## src/rtl/iill_pkg.sv

```systemverilog
// Package for the indirect index level lookup: sizes, codes and the job record.
// Depends on nothing; every rtl file imports it.
package iill_pkg;

  localparam int MAX_ENTRIES = 512;
  localparam int MAX_LEVEL   = 8;

  localparam int ADDR_W  = $clog2(MAX_ENTRIES);
  localparam int ID_W    = 64;
  localparam int REF_W   = 64;
  localparam int CNT_W   = 10;
  localparam int LVL_W   = 4;
  localparam int CFG_IDX_W = 2;
  localparam int CFG_DAT_W = 10;

  // Clamp limits that fit the register widths
  localparam int CNT_CAP = (MAX_ENTRIES < 1023) ? MAX_ENTRIES : 1023;
  localparam int LVL_CAP = (MAX_LEVEL < 15) ? MAX_LEVEL : 15;

  localparam logic [CFG_IDX_W-1:0] REG_ENTRY_COUNT = 2'd0;
  localparam logic [CFG_IDX_W-1:0] REG_BLOCK_LEVEL = 2'd1;

  localparam logic OP_READ  = 1'b0;
  localparam logic OP_WRITE = 1'b1;

  localparam logic [1:0] ST_OK      = 2'd0;
  localparam logic [1:0] ST_MISSING = 2'd1;
  localparam logic [1:0] ST_ERROR   = 2'd2;

  typedef struct packed {
    logic             op;
    logic [ID_W-1:0]  id;
    logic             must;
    logic [REF_W-1:0] new_ref;
    logic [ID_W-1:0]  power;
    logic             huge;
    logic [CNT_W-1:0] count;
  } iill_job_t;

endpackage

```

## src/rtl/iill_front.sv

```systemverilog
// Front end: configuration registers, item intake and the divisor power loop.
// Depends on iill_pkg; feeds iill_queue.
module iill_front (
  input  logic                           clk_i,
  input  logic                           rst_ni,
  input  logic                           cfg_valid_i,
  output logic                           cfg_ready_o,
  input  logic [iill_pkg::CFG_IDX_W-1:0] cfg_index_i,
  input  logic [iill_pkg::CFG_DAT_W-1:0] cfg_data_i,
  input  logic                           start,
  output logic                           busy,
  input  logic                           operation_i,
  input  logic [iill_pkg::ID_W-1:0]      object_id_i,
  input  logic                           must_exist_i,
  input  logic [iill_pkg::REF_W-1:0]     new_reference_i,
  input  logic                           clearing_i,
  input  logic                           q_full_i,
  output logic                           push_o,
  output iill_pkg::iill_job_t            job_o
);
  import iill_pkg::*;

  typedef enum logic [1:0] {F_IDLE, F_POW, F_PUSH} fstate_e;

  fstate_e          state_q;
  logic [CNT_W-1:0] entry_count_q;
  logic [LVL_W-1:0] level_cfg_q;
  logic [LVL_W-1:0] steps_q;
  iill_job_t        job_q;
  logic [CNT_W-1:0] count_eff;
  logic [LVL_W-1:0] level_eff;
  logic [ID_W+CNT_W-1:0] prod;

  always_comb begin
    count_eff = entry_count_q;
    if (entry_count_q < CNT_W'(2)) begin
      count_eff = CNT_W'(2);
    end else if (32'(entry_count_q) > CNT_CAP) begin
      count_eff = CNT_W'(CNT_CAP);
    end
    level_eff = level_cfg_q;
    if (level_cfg_q == '0) begin
      level_eff = LVL_W'(1);
    end else if (32'(level_cfg_q) > LVL_CAP) begin
      level_eff = LVL_W'(LVL_CAP);
    end
  end

  assign prod        = (ID_W+CNT_W)'(job_q.power) * (ID_W+CNT_W)'(job_q.count);
  assign cfg_ready_o = 1'b1;
  assign busy        = (state_q != F_IDLE) || clearing_i;
  assign push_o      = (state_q == F_PUSH) && !q_full_i;
  assign job_o       = job_q;

  always_ff @(posedge clk_i or negedge rst_ni) begin
    if (!rst_ni) begin
      state_q       <= F_IDLE;
      entry_count_q <= CNT_W'(512);
      level_cfg_q   <= LVL_W'(1);
      steps_q       <= '0;
    end else begin
      if (cfg_valid_i) begin
        if (cfg_index_i == REG_ENTRY_COUNT) begin
          entry_count_q <= cfg_data_i;
        end else if (cfg_index_i == REG_BLOCK_LEVEL) begin
          level_cfg_q <= cfg_data_i[LVL_W-1:0];
        end
      end
      unique case (state_q)
        F_IDLE: begin
          if (start && !busy) begin
            steps_q <= level_eff - LVL_W'(1);
            state_q <= F_POW;
          end
        end
        F_POW: begin
          if (steps_q == '0 || job_q.huge) begin
            state_q <= F_PUSH;
          end else begin
            steps_q <= steps_q - LVL_W'(1);
          end
        end
        F_PUSH: begin
          if (!q_full_i) begin
            state_q <= F_IDLE;
          end
        end
        default: state_q <= F_IDLE;
      endcase
    end
  end

  // Job payload: load on intake, multiply the power up once per step
  always_ff @(posedge clk_i) begin
    if (state_q == F_IDLE && start && !busy) begin
      job_q.op      <= operation_i;
      job_q.id      <= object_id_i;
      job_q.must    <= must_exist_i;
      job_q.new_ref <= new_reference_i;
      job_q.count   <= count_eff;
      job_q.power   <= ID_W'(count_eff);
      job_q.huge    <= 1'b0;
    end else if (state_q == F_POW && steps_q != '0 && !job_q.huge) begin
      if (prod[ID_W+CNT_W-1:ID_W] != '0) begin
        job_q.huge <= 1'b1;
      end else begin
        job_q.power <= prod[ID_W-1:0];
      end
    end
  end

endmodule

```

## config.mk

```make
export PLATFORM = sky130hd
export DESIGN_NAME = iill_front
export DESIGN_NICKNAME = d
export VERILOG_FILES = /design/src/rtl/iill_pkg.sv /design/src/rtl/iill_front.sv
export SDC_FILE = /design/constraint.sdc
export NUM_CORES = 2
export LEC_CHECK = 0
export BUFFER_PORTS_ARGS = -buffer_cell sky130_fd_sc_hd__buf_2
export CAP_MARGIN = 10
export CORE_MARGIN = 2
export CORE_UTILIZATION = 43
export CTS_CLUSTER_DIAMETER = 50
export DETAILED_ROUTE_END_ITERATION = 10
export PLACE_DENSITY = 0.69
export SLEW_MARGIN = 10
export SYNTH_ARGS = -nofsm -noshare
export SYNTH_HDL_FRONTEND = slang
export SYNTH_SLANG_ARGS = --single-unit
```

## constraint.sdc

```tcl
create_clock -name clk_i -period 10.6 [get_ports clk_i]
set_clock_uncertainty 0.2 [all_clocks]
set_input_delay 0.53 -clock clk_i [delete_from_list [all_inputs] [get_ports clk_i]]
set_output_delay 0.53 -clock clk_i [all_outputs]
set_load 0.005 [all_outputs]
```

==> qor.yml <==
maximum_root_to_sink_buffer_count: 3
ys_top_cells_by_count: "sky130_fd_sc_hd__fa_1, sky130_fd_sc_hd__nand2_1, sky130_fd_sc_hd__and2_1"
seq_area_frac_synth_pct: 21.5
setup.worst_path.class: "flop to flop"
max_clock_freq_mhz: 112
rr_worst_depth: 20
finalCritPeriodShare_pct: 84.2
report.final.slew_viol_count: 0
antenna_found_initial: 2
report.final.setup_viol: 0
die-width_um: 261
final_core_utilization_pct: 50.5
synth_area_leaders: "sky130_fd_sc_hd__fa_1, sky130_fd_sc_hd__edfxtp_1, sky130_fd_sc_hd__and2_1"
number_of_remaining_drc_errors: 0
io_buffers: 354
clk_pin_slew_worst_paths_ns: 0.06
grt_start_max_net_pins: 72
ys_warnings: 0
grt_pass1_wl_um: 124000
layout-area-overhead-vs-synth_pct: 16.6
period_needed_ns: 8.92
coreArea_mm2: 0.0655
synth_most_common_cell: "sky130_fd_sc_hd__fa_1"
routed_wire_length_per_instance_um: 18.2
drt_first_pass_iters: 5
syn_area_mm2: 0.0284
timing.critical_path.from_type: "flop"
io_pins: 356
max_cap_viol_count: 0
timing_worst_slew_pin_value_ns: 1.03
timing.max_slew.rel_slack_pct: 31.1
ys_dominant_reg_cell: "sky130_fd_sc_hd__edfxtp_1"
floorplan.initialDensity_pct: 43.3
finalHoldViolations: 0
die_y_um: 261
drt-total-wl_um: 76100
cts_sinks: 225
hold-worst-slack_ns: 0.0228
clock_buffer_count_from_cts: 35
post_cts_resize_count: 0
row_count: 94
run_status: "finished, final reports clean"
post-synth-top-area-cell: "sky130_fd_sc_hd__fa_1"
end_kind: "flop"
design.die.area_mm2: 0.0681
edff_count_synth: 150
detailedRoute.firstIterationViolations: 1212
gpl.final_weighted_congestion: 0.940
ys_seq_elements: 225
worst_skew_late_latency_ns: 0.54
layout-drive-gt1-share_pct: 13.9
layout_setup_ws_ns: 1.68
antenna_violating_nets_post_route: 0
global_route.overflow_total: 0
cts.root.buffer_cell: "sky130_fd_sc_hd__clkbuf_16"
hp-class: "input pin to flop"
worst_ep_arrival_time_ns: 8.90
cp_data_required_time_ns: 10.57
finish.net_count: 4048
routed_via_density: 5.20
tritoncts_clock_tree: "done"
grt_usage_pct: 22.8
syn_nets: 3700
post_cts.repair.setup_buffers: 0
synth.top_cell.area_share_pct: 34.9
setup_total_negative_slack_ns: 0
hold_path_depth: 2
hpwl_after_dpl_um: 57600
synthesis.area_per_instance_um2: 9.63
grt_pass1_vias: 23156
ys_async_sr_fraction_pct: 8.89
htree_levels: 2
cts_hold_buffers: 133
syn-instance-count: 2948
post-place-ws_ns: 1.78
synth_cell_type_count: 80
via_count: 21750
worst-path-max-fanout: 55
unrepaired_setup_endpoints_after_global_routing: "false"
-- worst max-delay path, stage by stage, from the launching register on --
cell,delay (ns)
sky130_fd_sc_hd__edfxtp_1,1.02
sky130_fd_sc_hd__buf_4,0.44
sky130_fd_sc_hd__and2_1,0.19
sky130_fd_sc_hd__fa_1,0.43
sky130_fd_sc_hd__fa_1,0.53
sky130_fd_sc_hd__fa_1,0.44
sky130_fd_sc_hd__fa_1,0.51
sky130_fd_sc_hd__inv_1,0.05
sky130_fd_sc_hd__fa_1,0.48
sky130_fd_sc_hd__inv_1,0.05
sky130_fd_sc_hd__ha_1,0.47
sky130_fd_sc_hd__nand2_1,0.15
sky130_fd_sc_hd__o21ai_0,0.59
sky130_fd_sc_hd__inv_1,0.09
sky130_fd_sc_hd__a21oi_1,0.20
sky130_fd_sc_hd__o21a_1,0.26
sky130_fd_sc_hd__o21bai_1,0.17
sky130_fd_sc_hd__o311ai_0,0.57
sky130_fd_sc_hd__nand3_1,0.24
sky130_fd_sc_hd__or4_4,0.89
sky130_fd_sc_hd__nand2_1,0.56
-- path summary, 6_finish.rpt --
| kind | startpoint | to | slack [ns] |
|---|---|---|---|
| max in group asynchronous | rst_ni | level_cfg_q[0] | 9.60 |
| min in group asynchronous | rst_ni | entry_count_q[0] | 0.26 |
| min reg2reg | job_o[10] | job_o[10] | 0.33 |
| max | job_o[9] | job_o[15] | 1.68 |
| min | cfg_data_i[5] | entry_count_q[5] | 0.02 |
| max reg2reg | job_o[9] | job_o[15] | 1.68 |
-- flip-flops by register name, indices dropped and copies added, names as in the netlist --
signal         cells
level_cfg_q        4
job_o            205
steps_q            4
entry_count_q     10
state_q            2
-- cells in the final DEF (no fill, tap or decap), types with 11 or more instances in the layout --
master,instances
sky130_fd_sc_hd__o21bai_1,13
sky130_fd_sc_hd__buf_4,17
sky130_fd_sc_hd__nor2_1,62
sky130_fd_sc_hd__ha_1,110
sky130_fd_sc_hd__fa_1,494
sky130_fd_sc_hd__edfxtp_1,150
sky130_fd_sc_hd__dfrtp_1,18
sky130_fd_sc_hd__a21o_1,12
sky130_fd_sc_hd__buf_2,354
sky130_fd_sc_hd__and2_1,414
sky130_fd_sc_hd__nand2_1,437
sky130_fd_sc_hd__or3_1,18
sky130_fd_sc_hd__mux2i_1,52
sky130_fd_sc_hd__xor2_1,23
sky130_fd_sc_hd__clkbuf_16,37
sky130_fd_sc_hd__nand3_1,21
sky130_fd_sc_hd__o21a_1,19
sky130_fd_sc_hd__xnor2_1,29
sky130_fd_sc_hd__dfxtp_1,55
sky130_fd_sc_hd__o21ai_0,82
sky130_fd_sc_hd__nor3_1,26
sky130_fd_sc_hd__nand2b_1,11
sky130_fd_sc_hd__mux2_2,14
sky130_fd_sc_hd__inv_1,409
sky130_fd_sc_hd__a21oi_1,98
sky130_fd_sc_hd__dlygate4sd3_1,133
sky130_fd_sc_hd__nand4_1,31
-- metal layers --
metal	wire, µm	global-route usage [%]
met1	32500	29.9
met2	38300	40.2
met3	3700	2.83
met4	1560	5.27
met5	0	0
-- metrics by stage --
| step | cells | cell area (µm²) |
|---|---|---|
| CTS | 4181 | 33100 |
| global route | 4183 | 33100 |
| floorplan | 2948 | 28400 |
| detailed placement | 3990 | 30600 |
| finish | 4183 | 33100 |
| global placement | 3990 | 30600 |
-- area by class of cell --
class | instances | area [µm²]
diodes | 2 | 5.00
clock buffers | 43 | 978
clock inverters | 15 | 164
fillers | 6000 | 32400
inverters | 410 | 1540
multi-input cells | 2118 | 19900
flip-flops and latches | 225 | 6110
well taps | 864 | 1080
repair buffers | 506 | 3270
-- kinds of logic (layout without fill, tap and decap cells) --
family                   after synthesis  count (layout)  synth area share (%)
AND/OR/NAND/NOR                     1075            1075                  19.3
buffers and inverters                605             974                  8.27
adder cells (fa/ha/maj)              604             604                  39.7
AO/OA/AOI/OAI                        317             317                  7.10
flip-flops                           225             225                  21.5
multiplexers                          69              69                  2.51
XOR/XNOR                              52              52                  1.60
other                                  1               3                0.0132
Power is not shown: default switching activity piles up to over one toggle a cycle in this logic, so the estimate is an artifact.
