==> src/rtl/iill_pkg.sv <==
// Package for the indirect index level lookup: sizes, codes and the job record.
// Depends on nothing; every rtl file imports it.
package iill_pkg;

  localparam int MAX_ENTRIES = 512;
  localparam int MAX_LEVEL   = 8;

  localparam int ADDR_W  = $clog2(MAX_ENTRIES);
  localparam int ID_W    = 64;
  localparam int REF_W   = 64;
  localparam int CNT_W   = 10;
  localparam int LVL_W   = 4;
  localparam int CFG_IDX_W = 2;
  localparam int CFG_DAT_W = 10;

  // Clamp limits that fit the register widths
  localparam int CNT_CAP = (MAX_ENTRIES < 1023) ? MAX_ENTRIES : 1023;
  localparam int LVL_CAP = (MAX_LEVEL < 15) ? MAX_LEVEL : 15;

  localparam logic [CFG_IDX_W-1:0] REG_ENTRY_COUNT = 2'd0;
  localparam logic [CFG_IDX_W-1:0] REG_BLOCK_LEVEL = 2'd1;

  localparam logic OP_READ  = 1'b0;
  localparam logic OP_WRITE = 1'b1;

  localparam logic [1:0] ST_OK      = 2'd0;
  localparam logic [1:0] ST_MISSING = 2'd1;
  localparam logic [1:0] ST_ERROR   = 2'd2;

  typedef struct packed {
    logic             op;
    logic [ID_W-1:0]  id;
    logic             must;
    logic [REF_W-1:0] new_ref;
    logic [ID_W-1:0]  power;
    logic             huge;
    logic [CNT_W-1:0] count;
  } iill_job_t;

endpackage

==> src/rtl/iill_queue.sv <==
// Two-entry job queue between front and back end.
// Depends on iill_pkg.
module iill_queue (
  input  logic                clk_i,
  input  logic                rst_ni,
  input  logic                push_i,
  input  iill_pkg::iill_job_t job_i,
  output logic                full_o,
  input  logic                pop_i,
  output logic                empty_o,
  output iill_pkg::iill_job_t job_o
);
  import iill_pkg::*;

  iill_job_t  mem_q [2];
  logic       wptr_q;
  logic       rptr_q;
  logic [1:0] cnt_q;

  assign full_o  = (cnt_q == 2'd2);
  assign empty_o = (cnt_q == 2'd0);
  assign job_o   = mem_q[rptr_q];

  always_ff @(posedge clk_i or negedge rst_ni) begin
    if (!rst_ni) begin
      wptr_q <= 1'b0;
      rptr_q <= 1'b0;
      cnt_q  <= 2'd0;
    end else begin
      if (push_i) begin
        wptr_q <= ~wptr_q;
      end
      if (pop_i) begin
        rptr_q <= ~rptr_q;
      end
      if (push_i && !pop_i) begin
        cnt_q <= cnt_q + 2'd1;
      end else if (pop_i && !push_i) begin
        cnt_q <= cnt_q - 2'd1;
      end
    end
  end

  always_ff @(posedge clk_i) begin
    if (push_i) begin
      mem_q[wptr_q] <= job_i;
    end
  end

endmodule

==> config.mk <==
export PLATFORM = sky130hd
export DESIGN_NAME = iill_queue
export DESIGN_NICKNAME = d
export VERILOG_FILES = /design/src/rtl/iill_pkg.sv /design/src/rtl/iill_queue.sv
export SDC_FILE = /design/constraint.sdc
export NUM_CORES = 1
export LEC_CHECK = 0
export ABC_AREA = 0
export ABC_CLOCK_PERIOD_IN_PS = 30800
export BUFFER_PORTS_ARGS = -buffer_cell sky130_fd_sc_hd__clkbuf_2
export CORE_ASPECT_RATIO = 0.5
export CORE_MARGIN = 4
export CORE_UTILIZATION = 30
export CTS_CLUSTER_DIAMETER = 80
export DETAILED_ROUTE_END_ITERATION = 7
export PLACE_DENSITY = 0.6
export SYNTH_ARGS = -nofsm -noshare
export SYNTH_HDL_FRONTEND = slang
export SYNTH_SLANG_ARGS = --single-unit
==> constraint.sdc <==
create_clock -name clk_i -period 30.8 [get_ports clk_i]
set_input_delay 0 -clock clk_i [delete_from_list [all_inputs] [get_ports clk_i]]
set_output_delay 0 -clock clk_i [all_outputs]
set_load 0.01 [all_outputs]
==> run_results.csv, run 1 <==
group,metric,value,unit
status,outcome,"finished, final reports clean",
logic_synthesis,ys_seq_area_frac,0.7980,
setup_path,critPathKind,"reg2out",
setup_path,timing.rr.end,"mem_q[1][154]",
floorplan,die_w,330.0,microns
cts,clkSlewWorstSetupHoldPaths,60,ps
floorplan,ioPinCount,416,
logic_synthesis,synth_area,0.01555,sq mm
setup_path,r2r_setup_slack,28050,ps
cts,cts_max_level,2,
pwr,ir_drop,45.09,uV
timing,min_period,3759,ps
placed_design,dp_slack,27610,ps
timing,timing.fmax,266.1,MHz
timing,relSlewSlack,0.2661,
timing,setup_violations,0,
timing,fin_hold_ws,196.6,ps
grt,grt_pass1_vias,9529,
placed_design,portBuffers,415,
cts,root_buffer,"clkbuf_16",
setup_path,crit_buf_inv,3,
pwr,total_power,1826,uW
setup_path,crit_fanout,59,
route,drt-total-wl,39830,microns
cts,numCtsBuffers,40,
floorplan,start_util,0.3066,
logic_synthesis,synth_nets,864,
floorplan,die_h,169.0,microns
setup_path,critical_path.max_stage_delay,870,ps
grt,grt_overflow,0,
setup_path,worstSetupStartpointType,"flop",
layout,fin_util,0.4267,
cts,cts_tree,"built",
pwr,leakage,0.008569,uW
layout,area_delta_synth_final,39.16,%
route,vias,8639,
timing,hold_violations,0,
logic_synthesis,ys_warn_count,0,
cts,cts_num_sinks,414,
placed_design,place.gp.congestion,0.8511,
grt,antenna_found_initial,3,
route,ant_nets,0,
timing,post-route-period-util,0.1220,
route,drt_iter0_drc,403,
logic_synthesis,yosysUniqueCellTypes,13,
setup_path,rr_startpoint,"wptr_q",
setup_path,critical_path.top_delay_family,"buffers and inverters",
placed_design,hpwl,27680,microns
setup_path,reg2reg_depth,2,
setup_path,slowest_stage,"dfrtp_4",
floorplan,row_count,58,
floorplan,die_area,0.05577,sq mm
worst_hold_path,hold_path_depth,2,
floorplan,fp.coreArea,0.05073,sq mm
cts,hold_buffers,209,
cts,post_cts_buffers,0,
timing,worst_slack,27040,ps
logic_synthesis,postSynthCellCount,654,
timing,setup_tns,0,ps
setup_path,endpoint_kind,"output pin",
worst_hold_path,worstHoldStart,"job_i[110]",
setup_path,cp_common_cell,"buf_4",
worst_hold_path,hp-class,"in2reg",
logic_synthesis,synth_seq_cells,414,
pwr,p_per_area,84.38,mW/mm^2
cts,cts_resized,0,
logic_synthesis,syn_area_per_cell,23.78,sq um
timing,grt_setup_unrepaired,"no",
job,maxCapViolations,0,
route,wl_per_cell,19.62,microns
cts,clock_latency,530,ps
grt,grtUsageTotal,0.1358,
grt,grt_max_degree,78,
worst_hold_path,holdPathEnd,"mem_q[0][110]",
cts,cts_buffer_depth,3,
route,dr.pass1.iters,7,
route,drc,0,
layout,fin_nets,1515,
grt,grt_pass1_wl,56880,microns
setup_path,critPathRequiredTime,30800,ps
setup_path,cp_cell_sequence,"buf_4 > buf_4 > mux2_2 > clkbuf_2",
setup_path,arrival,3760,ps
timing,slew_viol_final,0,
timing,skew,10.20,ps
layout,drive_gt1_frac,0.5094,
route,viasPerCell,4.256,
timing,worst_slew_pin_slew,1101,ps
[kinds of logic after synthesis]
| logic type | count (synthesis) | share of synthesized area |
|---|---|---|
| XOR/XNOR | 5 | 0.002815 |
| adder cells (fa/ha/maj) | 1 | 0.0008043 |
| buffers and inverters | 24 | 0.01448 |
| flip-flops | 414 | 0.7980 |
| multiplexers | 205 | 0.1822 |
| AND/OR/NAND/NOR | 5 | 0.001690 |
[metrics by stage]
step	area [sq um]	cells
2_1_floorplan	15550	654
3_3_place_gp	18350	1744
3_5_place_dp	18350	1744
4_1_cts	21630	2025
5_1_grt	21640	2027
6_report	21640	2030
[cell usage in the layout, fill, tap and decap left out]
cell type	n
clkbuf_2	415
xor2_1	4
edfxtp_1	410
clkbuf_1	14
clkbuf_8	1
clkinv_2	4
bufinv_16	1
clkinv_1	9
mux2_4	140
dfrtp_1	3
and2_4	1
dfrtp_4	1
nor2_1	2
dlygate4sd3_1	209
inv_1	1
clkbuf_16	41
ha_1	1
buf_4	8
xnor2_1	1
nor2b_1	1
inv_6	2
diode_2	5
nor2b_4	1
mux2_2	65
[layout make-up]
class / instances / area [sq um]
Timing Repair Buffer: 632 / 4229
Multi-Input combinational cell: 216 / 2927
Clock inverter: 16 / 101.3
Clock buffer: 56 / 1092
Fill cell: 4435 / 29080
Antenna cell: 5 / 12.51
Inverter: 1 / 3.754
Sequential cell: 414 / 12420
Tap cell: 690 / 863.3
[how the worst max path moves through the flow]
stage | depth (start not counted) | slack, ps | startpoint | to
after floorplan | 1 | 20560 | wptr_q | mem_q[0][0]
after global placement | 4 | 27690 | rptr_q | job_o[202]
after detailed placement | 4 | 27610 | rptr_q | job_o[198]
after CTS | 4 | 27020 | rptr_q | job_o[198]
after global routing | 4 | 26860 | rptr_q | job_o[202]
final | 4 | 27040 | rptr_q | job_o[198]
[flip-flops by register name, summed over array words and instances (netlist names)]
| name | cells |
|---|---|
| mem_q | 410 |
| cnt_q | 2 |
| wptr_q | 1 |
| rptr_q | 1 |
[worst reg2reg max path: cells and delay by family (launching register included)]
kind / cells / cell delay, ps
buffers and inverters: 1 / 1000
AND/OR/NAND/NOR: 1 / 830
flip-flops: 1 / 420
[cell usage after synthesis, drive strengths merged]
| cell type | instances | area (sq um) |
|---|---|---|
| xor2 | 4 | 35.03 |
| xnor2 | 1 | 8.760 |
| ha | 1 | 12.51 |
| nor2b | 2 | 12.51 |
| dfrtp | 4 | 100.1 |
| inv | 1 | 3.750 |
| mux2 | 205 | 2834 |
| buf | 23 | 221.5 |
| and2 | 1 | 6.260 |
| edfxtp | 410 | 12310 |
| nor2 | 2 | 7.510 |
[per-layer routing]
metal,wire length (microns),GRT usage,vias up,part of all wire
li1,-,-,3926,-
met1,12150,0.1190,4406,0.31
met2,24300,0.2865,182,0.61
met3,1043,0.02048,125,0.026
met4,2339,0.07893,0,0.059
met5,0,0,-,0
[where the power goes]
group | total (uW) | internal, uW | switching, uW
clock network | 455 | 256 | 199
registers | 792 | 750 | 42.3
logic | 579 | 280 | 299
total | 1830 | 1290 | 540
(Power assumes the default switching activity.)
==> run 2: changes to the inputs <==
--- a/config.mk
+++ b/config.mk
@@ -6,14 +6,14 @@
 export NUM_CORES = 1
 export LEC_CHECK = 0
 export ABC_AREA = 0
-export ABC_CLOCK_PERIOD_IN_PS = 30800
+export ABC_CLOCK_PERIOD_IN_PS = 3050
 export BUFFER_PORTS_ARGS = -buffer_cell sky130_fd_sc_hd__clkbuf_2
 export CORE_ASPECT_RATIO = 0.5
 export CORE_MARGIN = 4
 export CORE_UTILIZATION = 30
 export CTS_CLUSTER_DIAMETER = 80
 export DETAILED_ROUTE_END_ITERATION = 7
-export PLACE_DENSITY = 0.6
+export PLACE_DENSITY = 0.62
 export SYNTH_ARGS = -nofsm -noshare
 export SYNTH_HDL_FRONTEND = slang
 export SYNTH_SLANG_ARGS = --single-unit
==> constraint.sdc (replaced) <==
create_clock -name clk_i -period 3.05 [get_ports clk_i]
set_input_delay 0 -clock clk_i [delete_from_list [all_inputs] [get_ports clk_i]]
set_output_delay 0 -clock clk_i [all_outputs]
set_load 0.01 [all_outputs]
==> run_results.csv, run 2 (synthesis gave the netlist of run 1 again) <==
group,metric,value,unit
status,outcome,"finished, final reports clean",
layout,largest_reg_flops,410,
layout,fin_nets,1529,
setup_path,crit_fanout,33,
layout,regMostFlops,"mem_q",
job,maxCapViolations,0,
grt,grt_pass1_vias,9665,
route,viasPerCell,4.248,
worst_hold_path,hp-class,"in2reg",
cts,numCtsBuffers,41,
layout,reg_top3,"mem_q (410), cnt_q (2)",
timing,skew,13.34,ps
setup_path,worstSetupStartpointType,"flop",
grt,grt_max_degree,76,
cts,cts_buffer_depth,3,
timing,relSlewSlack,0.5925,
cts,clock_latency,540,ps
timing,fin_hold_ws,191.1,ps
setup_path,critPathRequiredTime,3050,ps
timing,worst_slew_pin_slew,611.3,ps
route,drc,0,
setup_path,timing.rr.end,"mem_q[1][200]",
layout,final_area,0.02196,sq mm
worst_hold_path,hold_path_depth,2,
placed_design,postPlaceCellArea,0.01857,sq mm
pwr,p_per_area,863.0,mW/mm^2
route,ant_nets,0,
pwr,leakage,0.008721,uW
cts,root_buffer,"clkbuf_16",
grt,grt_overflow,0,
layout,mostFrequentLayoutCell,"clkbuf_2",
floorplan,die_area,0.05577,sq mm
layout,drive_gt1_frac,0.5200,
timing,min_period,2320,ps
timing,grt_setup_unrepaired,"no",
floorplan,start_util,0.3066,
setup_path,endpoint_kind,"output pin",
layout,final_cell_mix,"clkbuf_2, edfxtp_1, dlygate4sd3_1",
route,drt_iter0_drc,446,
worst_hold_path,worstHoldStart,"job_i[184]",
pwr,ir_drop,456.3,uV
worst_hold_path,holdPathEnd,"mem_q[1][184]",
setup_path,critPathKind,"reg2out",
route,vias,8671,
route,drt-total-wl,39980,microns
setup_path,crit_path_start,"rptr_q",
floorplan,die_h,169.0,microns
cts,cts_num_sinks,414,
placed_design,dpl.cell_count,1757,
layout,multi_input_area,0.002927,sq mm
floorplan,row_count,58,
setup_path,rr_startpoint,"wptr_q",
cts,clkSlewWorstSetupHoldPaths,60,ps
floorplan,ioPinCount,416,
cts,cts_max_level,2,
layout,n_fill_cell,4386,
grt,antenna_found_initial,1,
placed_design,hpwl,28440,microns
timing,hold_violations,0,
grt,grt_pass1_wl,58590,microns
placed_design,portBuffers,415,
layout,layout.cells.non_filler,2041,
route,dr.pass1.iters,4,
timing,setup_violations,0,
timing,timing.fmax,431.0,MHz
setup_path,reg2reg_depth,2,
floorplan,fp.coreArea,0.05073,sq mm
setup_path,r2r_setup_slack,1380,ps
timing,slew_viol_final,0,
setup_path,arrival,2320,ps
placed_design,place.gp.congestion,0.8589,
floorplan,die_w,330.0,microns
timing,post-route-period-util,0.7607,
cts,cts_tree,"built",
layout,area_delta_synth_final,41.21,%
layout,seqCellArea,0.01242,sq mm
pwr,total_power,18950,uW
route,wl_per_cell,19.59,microns
grt,grtUsageTotal,0.1377,
[run 2: cell count changes in the layout (fill, tap and decap cells not counted), moves of 3 or more]
cell	previous run	this run
clkinvlp_4	0	4
diode_2	5	1
clkinv_1	9	13
buf_4	8	11
clkbuf_1	14	3
clkinv_2	4	7
buf_12	0	10
[run 2: worst max-delay path by stage]
stage	to	slack, ps	cells after the start
3_5_place_dp	job_o[17]	1290	3
2_1_floorplan	mem_q[0][0]	-840	1
6_report	job_o[47]	730	3
3_3_place_gp	job_o[61]	1330	3
5_1_grt	job_o[47]	640	3
4_1_cts	job_o[17]	690	3
[run 2: power breakdown]
| group | total (uW) | internal (uW) | switching [uW] | leakage, uW |
|---|---|---|---|---|
| Sequential | 7920 | 7540 | 385 | 0.00389 |
| Combinational | 6130 | 2990 | 3140 | 0.00420 |
| Clock | 4900 | 2810 | 2080 | 0.000629 |
[run 2: timing repair]
item,CTS,global route
resized for setup,0,0
setup buffers,0,0
hold buffers,209,0
hold endpoints to repair,418,0
[run 2: critical path, stage by stage (launching register included)]
cell	delay, ps
dfrtp_4	830
buf_4	410
mux2_2	390
clkbuf_2	130
[run 2: cell type report]
| class | count | area share |
|---|---|---|
| sequential | 414 | 0.5653 |
| timing repair buffer | 645 | 0.2027 |
| multi-input combinational | 216 | 0.1332 |
| clock buffer | 46 | 0.04950 |
| tap | 690 | 0.03931 |
| clock inverter | 28 | 0.009684 |
| inverter | 1 | 0.0001709 |
| antenna | 1 | 0.0001139 |
[run 2: per-layer routing]
layer  vias to the layer above  wire length (microns)  part of all wire  track usage
met4                         0                   1331             0.033      0.05073
met3                        73                   1149             0.029      0.02037
li1                       3959                      -                 -            -
met5                         -                      0                 0            0
met2                       168                  24280              0.61       0.2888
met1                      4471                  13220              0.33       0.1343
[run 2: per-stage QoR]
| step | worst slack [ps] | utilization | setup TNS (ps) |
|---|---|---|---|
| CTS | 693.9 | 0.4329 | 0 |
| global route | 642.4 | 0.4330 | 0 |
| finish | 730.0 | 0.4330 | 0 |
| floorplan | -839.1 | - | -242710 |
| global placement | 1326 | 0.3661 | 0 |
| detailed placement | 1288 | 0.3661 | 0 |
